`config.mk`:
```
export PLATFORM = sky130hd
export DESIGN_NAME = prefer_idle_cpu_select
export DESIGN_NICKNAME = d
export VERILOG_FILES = /design/src/pcs_pkg.sv /design/src/pcs_classify.sv /design/src/pcs_tracker.sv /design/src/prefer_idle_cpu_select.sv
export SDC_FILE = /design/constraint.sdc
export NUM_CORES = 1
export LEC_CHECK = 0
export BUFFER_PORTS_ARGS = -buffer_cell sky130_fd_sc_hd__buf_2
export CORE_UTILIZATION = 45
export DETAILED_ROUTE_END_ITERATION = 10
export GPL_ROUTABILITY_DRIVEN = 0
export PLACE_DENSITY = 0.71
export SYNTH_ARGS = -nofsm -noshare
export SYNTH_HDL_FRONTEND = slang
export SYNTH_SLANG_ARGS = --single-unit
export TNS_END_PERCENT = 5
```
`constraint.sdc`:
```
create_clock -name i_clk -period 7.2 [get_ports i_clk]
set_input_delay 0.36 -clock i_clk [delete_from_list [all_inputs] [get_ports i_clk]]
set_output_delay 0.36 -clock i_clk [all_outputs]
set_load 0.05 [all_outputs]
```
`src/pcs_pkg.sv`:
```
// ----------------------------------------------------------------------------
// pcs_pkg
// Shared types and constants for the prefer-idle CPU selector: the item and
// result payloads and the candidate record passed from classifier to tracker.
// ----------------------------------------------------------------------------
package pcs_pkg;

    // fixed field widths
    localparam int CPU_W  = 3;
    localparam int UTIL_W = 12;
    localparam int NEED_W = UTIL_W + 1;

    localparam logic [NEED_W-1:0] NEED_ONES = {NEED_W{1'b1}};

    // one status item per cpu
    typedef struct packed {
        logic [CPU_W-1:0]  cpu_id;
        logic              allowed;
        logic              online;
        logic              is_idle;
        logic [UTIL_W-1:0] base_util;
        logic [UTIL_W-1:0] capacity;
        logic [UTIL_W-1:0] task_load;
        logic [UTIL_W-1:0] floor_util;
        logic [CPU_W-1:0]  home_cpu;
        logic              group_end;
        logic              domain_end;
    } t_item;

    // selection result, one per request
    typedef struct packed {
        logic             found;
        logic [CPU_W-1:0] target;
    } t_result;

    // classified candidate for the tracker
    typedef struct packed {
        logic              usable;
        logic              overcap_idle;
        logic              fit_idle;
        logic              fit_busy;
        logic              is_home;
        logic [NEED_W-1:0] need;
        logic [CPU_W-1:0]  cpu;
        logic [CPU_W-1:0]  home;
        logic              group_end;
        logic              domain_end;
    } t_cand;

endpackage

```
`src/pcs_classify.sv`:
```
// ----------------------------------------------------------------------------
// pcs_classify
// Computes the needed utilization of one cpu and sorts it into overcap idle,
// fitting idle, fitting busy or skipped; an overcap busy cpu is skipped too.
// ----------------------------------------------------------------------------
module pcs_classify #(
    parameter int NUM_CPUS = 8
) (
    input  pcs_pkg::t_item i_item,
    output pcs_pkg::t_cand o_cand
);

    logic [pcs_pkg::NEED_W-1:0] sum;
    logic [pcs_pkg::NEED_W-1:0] floor_ext;
    logic [pcs_pkg::NEED_W-1:0] need;
    logic                       in_range;
    logic                       usable;
    logic                       overcap;

    // need = max(floor, base + task), one bit wider so the sum cannot wrap
    assign sum       = {1'b0, i_item.base_util} + {1'b0, i_item.task_load};
    assign floor_ext = {1'b0, i_item.floor_util};
    assign need      = (floor_ext > sum) ? floor_ext : sum;

    // skip cpus that are not allowed, offline or beyond the domain
    assign in_range = (int'(i_item.cpu_id) < NUM_CPUS);
    assign usable   = i_item.allowed && i_item.online && in_range;
    assign overcap  = need > {1'b0, i_item.capacity};

    // candidate record
    always_comb begin
        o_cand.usable       = usable;
        o_cand.overcap_idle = usable && overcap && i_item.is_idle;
        o_cand.fit_idle     = usable && !overcap && i_item.is_idle;
        o_cand.fit_busy     = usable && !overcap && !i_item.is_idle;
        o_cand.is_home      = (i_item.cpu_id == i_item.home_cpu);
        o_cand.need         = need;
        o_cand.cpu          = i_item.cpu_id;
        o_cand.home         = i_item.home_cpu;
        o_cand.group_end    = i_item.group_end;
        o_cand.domain_end   = i_item.domain_end;
    end

endmodule

```
`src/pcs_tracker.sv`:
```
// ----------------------------------------------------------------------------
// pcs_tracker
// Keeps the running best candidates of a request, settles the pick at group
// and domain ends and holds the result in an output register.
// ----------------------------------------------------------------------------
module pcs_tracker (
    input  logic             i_clk,
    input  logic             i_rst_n,
    input  logic             i_valid,
    input  pcs_pkg::t_cand   i_cand,
    output logic             o_take,
    output logic             o_valid,
    output pcs_pkg::t_result o_result,
    input  logic             i_ready
);

    logic                       r_decided;
    logic [pcs_pkg::CPU_W-1:0]  r_chosen;
    logic                       r_busy_valid;
    logic [pcs_pkg::CPU_W-1:0]  r_busy_cpu;
    logic [pcs_pkg::NEED_W-1:0] r_busy_util;
    logic                       r_idle_seen;
    logic [pcs_pkg::CPU_W-1:0]  r_idle_pick;
    logic [pcs_pkg::NEED_W-1:0] r_idle_util;
    logic                       r_oc_seen;
    logic                       r_oc_home;
    logic [pcs_pkg::CPU_W-1:0]  r_oc_cpu;
    logic [pcs_pkg::NEED_W-1:0] r_oc_util;
    logic                       r_out_valid;
    pcs_pkg::t_result           r_out;

    logic                       n_decided;
    logic [pcs_pkg::CPU_W-1:0]  n_chosen;
    logic                       n_busy_valid;
    logic [pcs_pkg::CPU_W-1:0]  n_busy_cpu;
    logic [pcs_pkg::NEED_W-1:0] n_busy_util;
    logic                       n_idle_seen;
    logic [pcs_pkg::CPU_W-1:0]  n_idle_pick;
    logic [pcs_pkg::NEED_W-1:0] n_idle_util;
    logic                       n_oc_seen;
    logic                       n_oc_home;
    logic [pcs_pkg::CPU_W-1:0]  n_oc_cpu;
    logic [pcs_pkg::NEED_W-1:0] n_oc_util;
    pcs_pkg::t_result           n_out;

    logic step;
    logic finish;

    // an item that closes the request needs room in the result register
    assign o_take = !i_cand.domain_end || !r_out_valid || i_ready;
    assign step   = i_valid && o_take;
    assign finish = step && i_cand.domain_end;

    // candidate update, then group end pick, then result
    always_comb begin
        n_decided    = r_decided;
        n_chosen     = r_chosen;
        n_busy_valid = r_busy_valid;
        n_busy_cpu   = r_busy_cpu;
        n_busy_util  = r_busy_util;
        n_idle_seen  = r_idle_seen;
        n_idle_pick  = r_idle_pick;
        n_idle_util  = r_idle_util;
        n_oc_seen    = r_oc_seen;
        n_oc_home    = r_oc_home;
        n_oc_cpu     = r_oc_cpu;
        n_oc_util    = r_oc_util;

        if (!r_decided) begin
            if (i_cand.overcap_idle) begin
                n_oc_seen = 1'b1;
                if (i_cand.is_home) begin
                    n_oc_home = 1'b1;
                end
                if (i_cand.need < r_oc_util) begin
                    n_oc_util = i_cand.need;
                    n_oc_cpu  = i_cand.cpu;
                end
            end else if (i_cand.fit_idle) begin
                if (i_cand.is_home) begin
                    n_decided = 1'b1;
                    n_chosen  = i_cand.cpu;
                end else begin
                    n_idle_seen = 1'b1;
                    if (i_cand.need < r_idle_util) begin
                        n_idle_util = i_cand.need;
                        n_idle_pick = i_cand.cpu;
                    end
                end
            end else if (i_cand.fit_busy && (i_cand.need < r_busy_util)) begin
                n_busy_util  = i_cand.need;
                n_busy_cpu   = i_cand.cpu;
                n_busy_valid = 1'b1;
            end
        end

        if (!n_decided && (i_cand.group_end || i_cand.domain_end)) begin
            if (n_idle_seen) begin
                n_decided = 1'b1;
                n_chosen  = n_idle_pick;
            end else if (n_busy_valid) begin
                n_decided = 1'b1;
                n_chosen  = n_busy_cpu;
            end
        end

        if (n_decided) begin
            n_out.found  = 1'b1;
            n_out.target = n_chosen;
        end else if (n_oc_seen) begin
            n_out.found  = 1'b1;
            n_out.target = n_oc_home ? i_cand.home : n_oc_cpu;
        end else begin
            n_out.found  = 1'b0;
            n_out.target = '0;
        end
    end

    // request state, cleared at reset and after every domain end
    always_ff @(posedge i_clk) begin
        if (!i_rst_n || finish) begin
            r_decided    <= 1'b0;
            r_chosen     <= '0;
            r_busy_valid <= 1'b0;
            r_busy_cpu   <= '0;
            r_busy_util  <= pcs_pkg::NEED_ONES;
            r_idle_seen  <= 1'b0;
            r_idle_pick  <= '0;
            r_idle_util  <= pcs_pkg::NEED_ONES;
            r_oc_seen    <= 1'b0;
            r_oc_home    <= 1'b0;
            r_oc_cpu     <= '0;
            r_oc_util    <= pcs_pkg::NEED_ONES;
        end else if (step) begin
            r_decided    <= n_decided;
            r_chosen     <= n_chosen;
            r_busy_valid <= n_busy_valid;
            r_busy_cpu   <= n_busy_cpu;
            r_busy_util  <= n_busy_util;
            r_idle_seen  <= n_idle_seen;
            r_idle_pick  <= n_idle_pick;
            r_idle_util  <= n_idle_util;
            r_oc_seen    <= n_oc_seen;
            r_oc_home    <= n_oc_home;
            r_oc_cpu     <= n_oc_cpu;
            r_oc_util    <= n_oc_util;
        end
    end

    // result register
    always_ff @(posedge i_clk) begin
        if (!i_rst_n) begin
            r_out_valid <= 1'b0;
        end else if (finish) begin
            r_out_valid <= 1'b1;
        end else if (i_ready) begin
            r_out_valid <= 1'b0;
        end
    end

    always_ff @(posedge i_clk) begin
        if (finish) begin
            r_out <= n_out;
        end
    end

    assign o_valid  = r_out_valid;
    assign o_result = r_out;

`ifndef NO_ASSERTIONS
    // a running best carries a real need exactly when its flag is set
    a_busy_flag: assert property (@(posedge i_clk) disable iff (!i_rst_n)
        r_busy_valid == (r_busy_util != pcs_pkg::NEED_ONES))
        else $error("busy best flag and need disagree");

    a_idle_flag: assert property (@(posedge i_clk) disable iff (!i_rst_n)
        r_idle_seen == (r_idle_util != pcs_pkg::NEED_ONES))
        else $error("idle best flag and need disagree");

    a_oc_flag: assert property (@(posedge i_clk) disable iff (!i_rst_n)
        r_oc_seen == (r_oc_util != pcs_pkg::NEED_ONES))
        else $error("overcap best flag and need disagree");

    // a closed request leaves no pick behind and raises a result
    a_clear: assert property (@(posedge i_clk) disable iff (!i_rst_n)
        finish |=> !r_decided && !r_idle_seen && !r_oc_seen && r_out_valid)
        else $error("request state not cleared after domain end");

    // an empty result names cpu zero
    a_none: assert property (@(posedge i_clk) disable iff (!i_rst_n)
        (r_out_valid && !r_out.found) |-> (r_out.target == '0))
        else $error("empty result with nonzero target");
`endif

endmodule

```
`src/prefer_idle_cpu_select.sv`:
```
// ----------------------------------------------------------------------------
// prefer_idle_cpu_select
// Picks a target cpu for a waking task from a stream of per-cpu status items.
// ----------------------------------------------------------------------------
// Usage: software sends one t_item per cpu on i_valid/o_ready, in domain
// order and grouped by cluster, marking the last cpu of a cluster with
// group_end and the last item of the request with domain_end. Exactly one
// t_result transfer follows each domain_end item on o_valid/i_ready.
// Path: an item is captured in the input register at its transfer; the
// classifier and tracker then fold it into the running bests, and a
// domain_end item loads the result register as it leaves the input register.
// Throughput: one item per cycle unless a domain_end item is held; the only
// loop is the update of the tracker's running minima.
// Stall: the input register moves on while a result waits, except a
// domain_end item, which holds until the result register is free. o_ready
// then drops once the input register is also full.
// Reset: synchronous, active low; clears the input and result valid flags and
// all request state, so the next item starts a fresh request.
// ----------------------------------------------------------------------------
module prefer_idle_cpu_select #(
    parameter int NUM_CPUS = 8
) (
    input  logic             i_clk,
    input  logic             i_rst_n,
    input  logic             i_valid,
    output logic             o_ready,
    input  pcs_pkg::t_item   i_item,
    output logic             o_valid,
    input  logic             i_ready,
    output pcs_pkg::t_result o_result
);

    logic           r_in_valid;
    pcs_pkg::t_item r_in;
    pcs_pkg::t_cand cand;
    logic           take;
    logic           accept;

    // input register
    assign o_ready = !r_in_valid || take;
    assign accept  = i_valid && o_ready;

    always_ff @(posedge i_clk) begin
        if (!i_rst_n) begin
            r_in_valid <= 1'b0;
        end else if (accept) begin
            r_in_valid <= 1'b1;
        end else if (take) begin
            r_in_valid <= 1'b0;
        end
    end

    always_ff @(posedge i_clk) begin
        if (accept) begin
            r_in <= i_item;
        end
    end

    // classify the held item
    pcs_classify #(
        .NUM_CPUS (NUM_CPUS)
    ) u_classify (
        .i_item (r_in),
        .o_cand (cand)
    );

    // running bests and result register
    pcs_tracker u_tracker (
        .i_clk    (i_clk),
        .i_rst_n  (i_rst_n),
        .i_valid  (r_in_valid),
        .i_cand   (cand),
        .o_take   (take),
        .o_valid  (o_valid),
        .o_result (o_result),
        .i_ready  (i_ready)
    );

endmodule

```
======== Word level (Yosys, flattened, before mapping) ========
Cells that the tools add are included.
W data, S select, Z words.
cells by class
  $add $sub $neg .......................... 1
  equality and inequality tests ........... 1
  reduce and logical (&&, ||, !) cells .... 28
  magnitude comparators ................... 5
  bitwise logic cells ..................... 4
  mux-type cells .......................... 47
operator list
  kind                 count
  $mux W3              21
  $lt A13 B13 Y1       3
  $mux W1              24
  $add A12 B12 Y13     1
  $gt A12 B13 Y1       1
  $gt A13 B12 Y1       1
  $mux W13             1
  $logic_and A1 B1 Y1  11
  $logic_not A1 Y1     7
  $reduce_and A6 Y1    1
  $logic_or A1 B1 Y1   5
  $reduce_and A5 Y1    1
  $mux W4              1
  $not A1 Y1           4
  $reduce_and A4 Y1    1
  $reduce_bool A2 Y1   2
  $eq A3 B3 Y1         1
storage, ports and cells
  flip-flop bits (word level) ............. 121
  bits of input ports ..................... 63
  logic and storage cells ................. 113
  output and inout bits ................... 6

======== Longest topological paths before layout ========
Gate-level depths: netlist (run 1).
  depth in word-level cells ............... 16
  mapped depth ............................ 31
  gate-level depth less buffers ........... 28

======== Modules after synthesis ========
Synthesis (run 1) repeated with hierarchy kept, for this count alone.
second synthesis, totals
  cells, all modules ...................... 652
  area total of the unflattened synthesis .. 6787.8 sq um
modules (own cells, without submodules)
  module                  cells each  times used  area an instance (sq um)
  pcs_tracker             385         1           3424.5
  prefer_idle_cpu_select  64          1           1829.3
  pcs_classify            203         1           1534.0

======== Worst setup path after synthesis (run 1) ========
No wires, ideal clock.
  path type ............................... register to register
  start ................................... register r_in[17] (netlist bit)
  end ..................................... register u_tracker.r_out (netlist bit u_tracker.o_result[0]), data pin
  period minus slack after synthesis ...... 6206 ps
  slack ................................... 994 ps
  required time ........................... 6931 ps
  stages on the path, launching flop included .. 26
  arrival ................................. 5937 ps
  library setup time ...................... 269 ps
  path through ............................ edfxtp_1 ha_1 inv_1 fa_1 nand2b_1 a21o_1 nand2_1 a21o_1 a21oi_1 xor2_1 ha_1 and4_1 a221o_1 a211oi_2 nor2_1 clkbuf_1 o21ai_0 ha_1 a21o_1 a21o_1 o41a_1 or4_4 a21oi_4 nand2b_1 a221oi_4 mux2i_1
RTL lines
  element                 line                          text
  start, declared         prefer_idle_cpu_select.sv:34  pcs_pkg::t_item r_in;
  start signal, assigned  prefer_idle_cpu_select.sv:55  r_in <= i_item;
  end signal, assigned    pcs_tracker.sv:163            r_out <= n_out;
  end, declared           pcs_tracker.sv:30             pcs_pkg::t_result r_out;

==> results.ini, run 1 <==
[final_layout]
final_util = 0.545
seq_area_sq_um = 3050
syn_to_final_growth_pct = 17.1
nNetsFinal = 894
n_fill_cell = 1276
multi_input_area_sq_um = 3440
layoutNonFillerInstCount = 955
final_layout_size_suffix_gt1_frac = 0.183
antenna_cells = 0

[yosys]
synth_ff_type = edfxtp_1
synth_fa_ha_area_frac = 0.135
yosys_warnings = 0
synth_seq_cells = 121
synth.avg_cell_area_sq_um = 10.1
synth_area_leaders = edfxtp_1 28%, dfxtp_1 17%, ha_1 13%
yosysMostFrequentCell = nand2_1
syn-instance-count = 674
async_flop_share = 0
synth_cell_types = 63
yosysTopAreaCellShare = 0.277
synth_largest_area_cell = edfxtp_1
synth_top_family_by_area = compound AO/OA/AOI/OAI gates
synth.cell_area_sq_um = 6820
synth-simple-area-share = 0.137
synth-xor-area-share = 0.0167
synth_mux_area_frac = 0.0266
synth_nets = 810
ys_seq_area_frac = 0.447
synth_compound_area_frac = 0.185
synth_common_cells = 73 x nand2_1, 72 x ha_1, 66 x inv_1
synth-edff-count = 63

[setup_path]
crit_path_max_fanout = 27
cp-start-kind = flop
critical_path_arrival_ns = 7.05
end_kind = flop
rr_startpoint = r_in[17]$_DFFE_PP_
reg2reg_depth = 24
path_class = flop to flop
crit_start = r_in[17]$_DFFE_PP_
cp.required_ns = 7.50

[clock_network]
cts_root_buf = clkbuf_16
clkSinkCount = 121
htree_num_levels = 4
numCtsBuffers = 17
cts_tree = yes
clk_latency_ns = 0.43
path_clk_slew_ns = 0.06
clk_path_buf_depth = 2

[floorplan]
core.rowCount = 44
die_h_um = 125
initial_core_util = 0.466
coreArea_sq_um = 14600
io-pin-count = 69
fp.dieW_um = 125
dieArea_sq_um = 15700

[sta]
final_max_slew_viol_count = 0
period_share = 0.938
setup_violations = 0
timing.setup.tns_ns = 0
fmax_mhz = 148
grt_setup_unrepaired = no
slew_headroom = 0.279
finalHoldViolCount = 0
finalCriticalPeriod_ns = 6.75
finalWorstSetupSlack_ns = 0.448
finalClockSkew_ns = 0.00741
worst_slew_pin_slew_ns = 1.08

[worst_hold_path]
hp-start = i_item[43]
hold_class = primary input to flop
whs_path_depth = 1

[detailed_routing]
ant_nets = 0
wl_mm = 16.2
drc = 0
wl_per_cell_um = 17.0
dr.pass1.iters = 5
drtIter0Drc = 334
viasPerCell = 5.78
vias = 5517

[global_route]
grt_max_degree = 60
grt_antenna_before_repair = 0
grt_pass1_wl_mm = 25.9
groute.usage.overall = 0.213
grt_pass1_vias = 5483
gr-total-overflow = 0

[placement]
placement.io_buffers = 68
place_ws_ns = 0.0205
post-dp-hpwl_mm = 12.1
dp.cells = 921

[run_status]
status = completed

[pwr]
peakVddDrop_mv = 0.169
power.density_nw_per_um2 = 261
p_leak_uw = 0.00367

[flow_run]
max_cap_viol_count = 0

-- metrics by stage --
stage / total power (uW) / instance area [sq um] / hold WS [ns]
3_3_place_gp: 1230 / 7390 / 0.433
5_1_grt: 2180 / 7990 / 0.0879
3_5_place_dp: 1260 / 7390 / 0.447
4_1_cts: 2080 / 7960 / 0.0871
2_1_floorplan: 1100 / 6820 / 0.422
6_report: 2080 / 7990 / 0.104
-- layout make-up --
type | count | area share
Tap cell | 184 | 0.0288
Multi-Input combinational cell | 470 | 0.431
Clock inverter | 14 | 0.0174
Timing Repair Buffer | 82 | 0.0558
Clock buffer | 18 | 0.0537
Inverter | 66 | 0.0310
Sequential cell | 121 | 0.382
-- critical path, stage by stage (launching register included) --
cell	delay (ns)
edfxtp_1	0.33
ha_1	0.17
inv_1	0.06
fa_1	0.41
nand2b_1	0.21
a21o_1	0.20
nand2_1	0.12
a21o_1	0.13
a21oi_1	0.07
xor2_1	0.16
ha_1	0.29
and4_1	0.22
a221o_1	0.40
a211oi_4	0.42
nor2_4	0.18
o21ai_0	0.46
ha_1	0.35
nand3_1	0.10
nor4_1	0.07
a21oi_1	0.29
o41a_1	0.41
o21ai_1	0.31
nor3_4	0.91
mux2i_1	0.27
nand2_1	0.06
-- metal layers --
layer	wire length (um)	global-route usage
met1	6610	0.243
met2	8190	0.369
met3	923	0.0505
met4	522	0.118
met5	0	0
-- power breakdown --
part / switching (uW) / internal, uW / leakage (uW) / total [uW]
sequential: 13.8 / 755 / 0.00108 / 769
clock: 332 / 482 / 0.000277 / 814
combinational: 306 / 191 / 0.00231 / 498
total: 652 / 1430 / 0.00367 / 2080
-- cells in the final DEF, fill, tap and decap left out, types with 3 or more instances in the layout --
cell type   n
nor3_1     16
dfxtp_1    58
o2111ai_1   3
o211ai_2    8
and4_1      4
nand3_1    20
clkinv_4    4
edfxtp_1   63
o21ai_1     4
o21ai_0    33
nand2b_1    7
o31ai_1     6
a32oi_1     3
a31oi_1     5
and2_1      3
buf_2      68
or2_2       3
nand2_1    73
nor2_1     34
or4_1       3
inv_6       7
a21o_1     20
o21a_1     11
a21oi_1    25
nand3b_1    4
nand4_1    11
inv_1      66
a31o_2      3
xor2_1      8
buf_4      14
o211ai_1   26
mux2i_1    17
a211oi_1    6
ha_1       72
clkbuf_16  17
xnor2_1     5
-- what timing repair did --
item / 4_1_cts / 5_1_grt
pin swaps: 0 / 2
hold buffers: 0 / 0
setup buffers: 0 / 2
resized for setup: 1 / 4
setup endpoints to repair: 1 / 27
-- sequential cells by signal, indices dropped and copies added (netlist names), 3 cells and up --
register / flops
u_tracker.r_oc_util: 13
u_tracker.r_busy_cpu: 3
u_tracker.r_busy_util: 13
u_tracker.o_result: 4
u_tracker.r_chosen: 3
u_tracker.r_idle_pick: 3
r_in: 59
u_tracker.r_oc_cpu: 3
u_tracker.r_idle_util: 13
-- final timing paths --
kind	slack (ns)	to
worst max-delay path	0.45	u_tracker.r_oc_util[11]$_SDFFE_PP1P_
worst min-delay path	0.10	r_in[43]$_DFFE_PP_
worst max register to register	0.45	u_tracker.r_oc_util[11]$_SDFFE_PP1P_
worst min register to register	0.46	u_tracker.r_idle_util[12]$_SDFFE_PP1P_
-- kinds of logic after synthesis --
| group | count (synthesis) |
|---|---|
| compound gates | 173 |
| mux | 18 |
| xor+xnor | 13 |
| simple gates | 193 |
| fa+ha+maj | 73 |
| buf+inv | 83 |
| flops | 121 |
Power figures use the tool's default switching activity.
==> run 2, diff against run 1 <==
==> constraint.sdc (replaced) <==
create_clock -name i_clk -period 7.2 [get_ports i_clk]
set_input_delay 0 -clock i_clk [delete_from_list [all_inputs] [get_ports i_clk]]
set_output_delay 0 -clock i_clk [all_outputs]
set_load 0.05 [all_outputs]
==> run 2 against run 1 <==
Sequential share of layout area shrank 2.8 points; sequential cell count did not move; worst setup slack lost 0.027 ns; register-to-register slack got worse by 0.03 ns; clock power rose by 1%; total power grew 2.0%; count of clock-buffer cells in the layout unchanged; die area unchanged; critical endpoint is now u_tracker.o_result[1]$_DFFE_PP_; non-clock buffer count is 63 higher; highest routed layer unchanged.
==> results.ini, run 2 (synthesis results as in run 1) <==
[clock_network]
cts_root_buf = clkbuf_16
clk_path_buf_depth = 2  ; unchanged
htree_num_levels = 4  ; unchanged
clk_latency_ns = 0.44  ; about the same
numCtsBuffers = 17  ; unchanged
clkSinkCount = 121  ; unchanged
cts_tree = yes
path_clk_slew_ns = 0.07  ; about the same

[final_layout]
final_layout_size_suffix_gt1_frac = 0.169  ; -0.0138
largest_reg_flops = 59  ; unchanged
regMostFlops = r_in
final_common_cell = nand2_1
nNetsFinal = 957  ; +7.0%
layout_common_cells = 73 x nand2_1, 72 x ha_1, 68 x buf_2, 66 x inv_1
antenna_cells = 0  ; unchanged
syn_to_final_growth_pct = 26.3
final_util = 0.588  ; +0.0431
stdcell_area_sq_um = 8620  ; +7.9%

[placement]
place_ws_ns = 0.0205  ; unchanged
placed_area_sq_um = 7390  ; unchanged
placement.io_buffers = 68  ; unchanged
post-dp-hpwl_mm = 12.1  ; unchanged

[worst_hold_path]
hp-start = i_ready
whs_path_depth = 6  ; +5
hold_class = primary input to flop

[floorplan]
coreArea_sq_um = 14600  ; unchanged
initial_core_util = 0.466  ; unchanged
core.rowCount = 44  ; unchanged
io-pin-count = 69  ; unchanged
die_h_um = 125  ; unchanged
fp.dieW_um = 125  ; unchanged
dieArea_sq_um = 15700  ; unchanged

[sta]
fmax_mhz = 148  ; -0.40%
worst_slew_pin_slew_ns = 1.08  ; +0.000501 ns
slew_headroom = 0.279  ; -0.000335
setup_violations = 0  ; unchanged
final_max_slew_viol_count = 0  ; unchanged
period_share = 0.941  ; +0.00376
finalClockSkew_ns = 0.0130  ; +0.00561 ns
finalWorstSetupSlack_ns = 0.421  ; -0.0271 ns
finalHoldViolCount = 0  ; unchanged
finalCriticalPeriod_ns = 6.78  ; +0.0271 ns
timing.setup.tns_ns = 0  ; unchanged

[setup_path]
path_class = flop to flop
rr_startpoint = r_in[42]$_DFFE_PP_
reg2reg_depth = 26  ; +8.3%
max_stage_delay_ns = 0.60  ; -0.31 ns
critical_path_arrival_ns = 6.94  ; -0.11 ns
end_kind = flop
cp.required_ns = 7.37  ; -0.13 ns
cp-start-kind = flop
worst_path_most_repeated_cell = a21oi_1
crit_path_top_delay_cell = o41ai_4
crit_start = r_in[42]$_DFFE_PP_
crit_path_max_fanout = 22  ; -19%

[global_route]
grt_pass1_wl_mm = 28.5  ; +10%
gr-total-overflow = 0  ; unchanged
groute.usage.overall = 0.236  ; +0.0228
grt_pass1_vias = 5871  ; +7.1%
busiest_layer = met2
met3_usage = 0.0552  ; +0.00471
use_met1 = 0.265  ; +0.0218
grt_antenna_before_repair = 0  ; unchanged
grt_util_met2 = 0.421  ; +0.0523
grt_max_degree = 60  ; unchanged

[detailed_routing]
wl_mm = 18.0  ; +11%
ant_nets = 0  ; unchanged
dr.pass1.iters = 4  ; -1
drtIter0Drc = 400  ; +20%
drc = 0  ; unchanged
vias = 5826  ; +5.6%
viasPerCell = 5.72  ; -0.93%
wl_per_cell_um = 17.7  ; +4.2%

[pwr]
power_switching_uw = 672  ; +2.9%
peakVddDrop_mv = 0.174  ; +2.4%
power_frac_comb = 0.250  ; +0.011
power.density_nw_per_um2 = 246  ; -5.5%
p_leak_uw = 0.00394  ; +7.3%
power_frac_clock = 0.388  ; -0.003
p_int_uw = 1450  ; +1.6%
total_power_uw = 2120  ; +2.0%
p_seq_frac = 0.363  ; -0.006
switching_share = 0.316  ; +0.00286

[run_status]
status = completed

[flow_run]
max_cap_viol_count = 0  ; unchanged

[run 2: worst paths after layout]
| path | slack (ns) | to |
|---|---|---|
| max reg2reg | 0.42 | u_tracker.o_result[1]$_DFFE_PP_ |
| min | 0.26 | u_tracker.r_chosen[2]$_SDFFE_PP0P_ |
| max | 0.42 | u_tracker.o_result[1]$_DFFE_PP_ |
| min reg2reg | 0.45 | u_tracker.r_idle_util[12]$_SDFFE_PP1P_ |
[run 2: power groups by stage]
stage | combinational (uW) | sequential (uW) | clock [uW]
after floorplan | 311 | 784 | 0
after global placement | 451 | 782 | 0
after detailed placement | 473 | 783 | 0
after CTS | 506 | 768 | 829
after global routing | 578 | 771 | 867
final | 530 | 769 | 823
[run 2: metal layers]
| layer | wire [um] | part of all wire |
|---|---|---|
| met1 | 7300 | 0.40 |
| met4 | 646 | 0.036 |
| met3 | 902 | 0.050 |
| met5 | 0 | 0 |
| met2 | 9200 | 0.51 |
[run 2: cell type report]
cell class | instances | area (sq um)
Clock inverter | 14 | 139
Clock buffer | 18 | 429
Inverter | 66 | 248
Sequential cell | 121 | 3050
Fill cell | 1195 | 6030
Timing Repair Buffer | 145 | 1080
Multi-Input combinational cell | 470 | 3440
Tap cell | 184 | 230
[run 2: timing repair]
action | in CTS | in global routing
endpoints found under the hold margin | 64 | 0
hold buffers | 63 | 0
pin swaps | 0 | 3
setup endpoints to repair | 1 | 41
buffers inserted | 0 | 2
resized for setup | 1 | 4
[run 2: critical path, delay by kind of cell (launching register included)]
family                   cells  cell delay [ns]
AO/OA/AOI/OAI               12             2.74
AND/OR/NAND/NOR              8             1.96
adder cells (fa/ha/maj)      3             0.89
flip-flops                   1             0.42
XOR/XNOR                     1             0.22
buffers and inverters        1             0.15
multiplexers                 1             0.10
[run 2: metrics by stage]
| stage | hold WS, ns | instances |
|---|---|---|
| after CTS | 0.240 | 1016 |
| after global routing | 0.261 | 1018 |
| after detailed placement | 0.178 | 921 |
| after global placement | 0.177 | 921 |
| final | 0.262 | 1018 |
| after floorplan | 0.0989 | 674 |
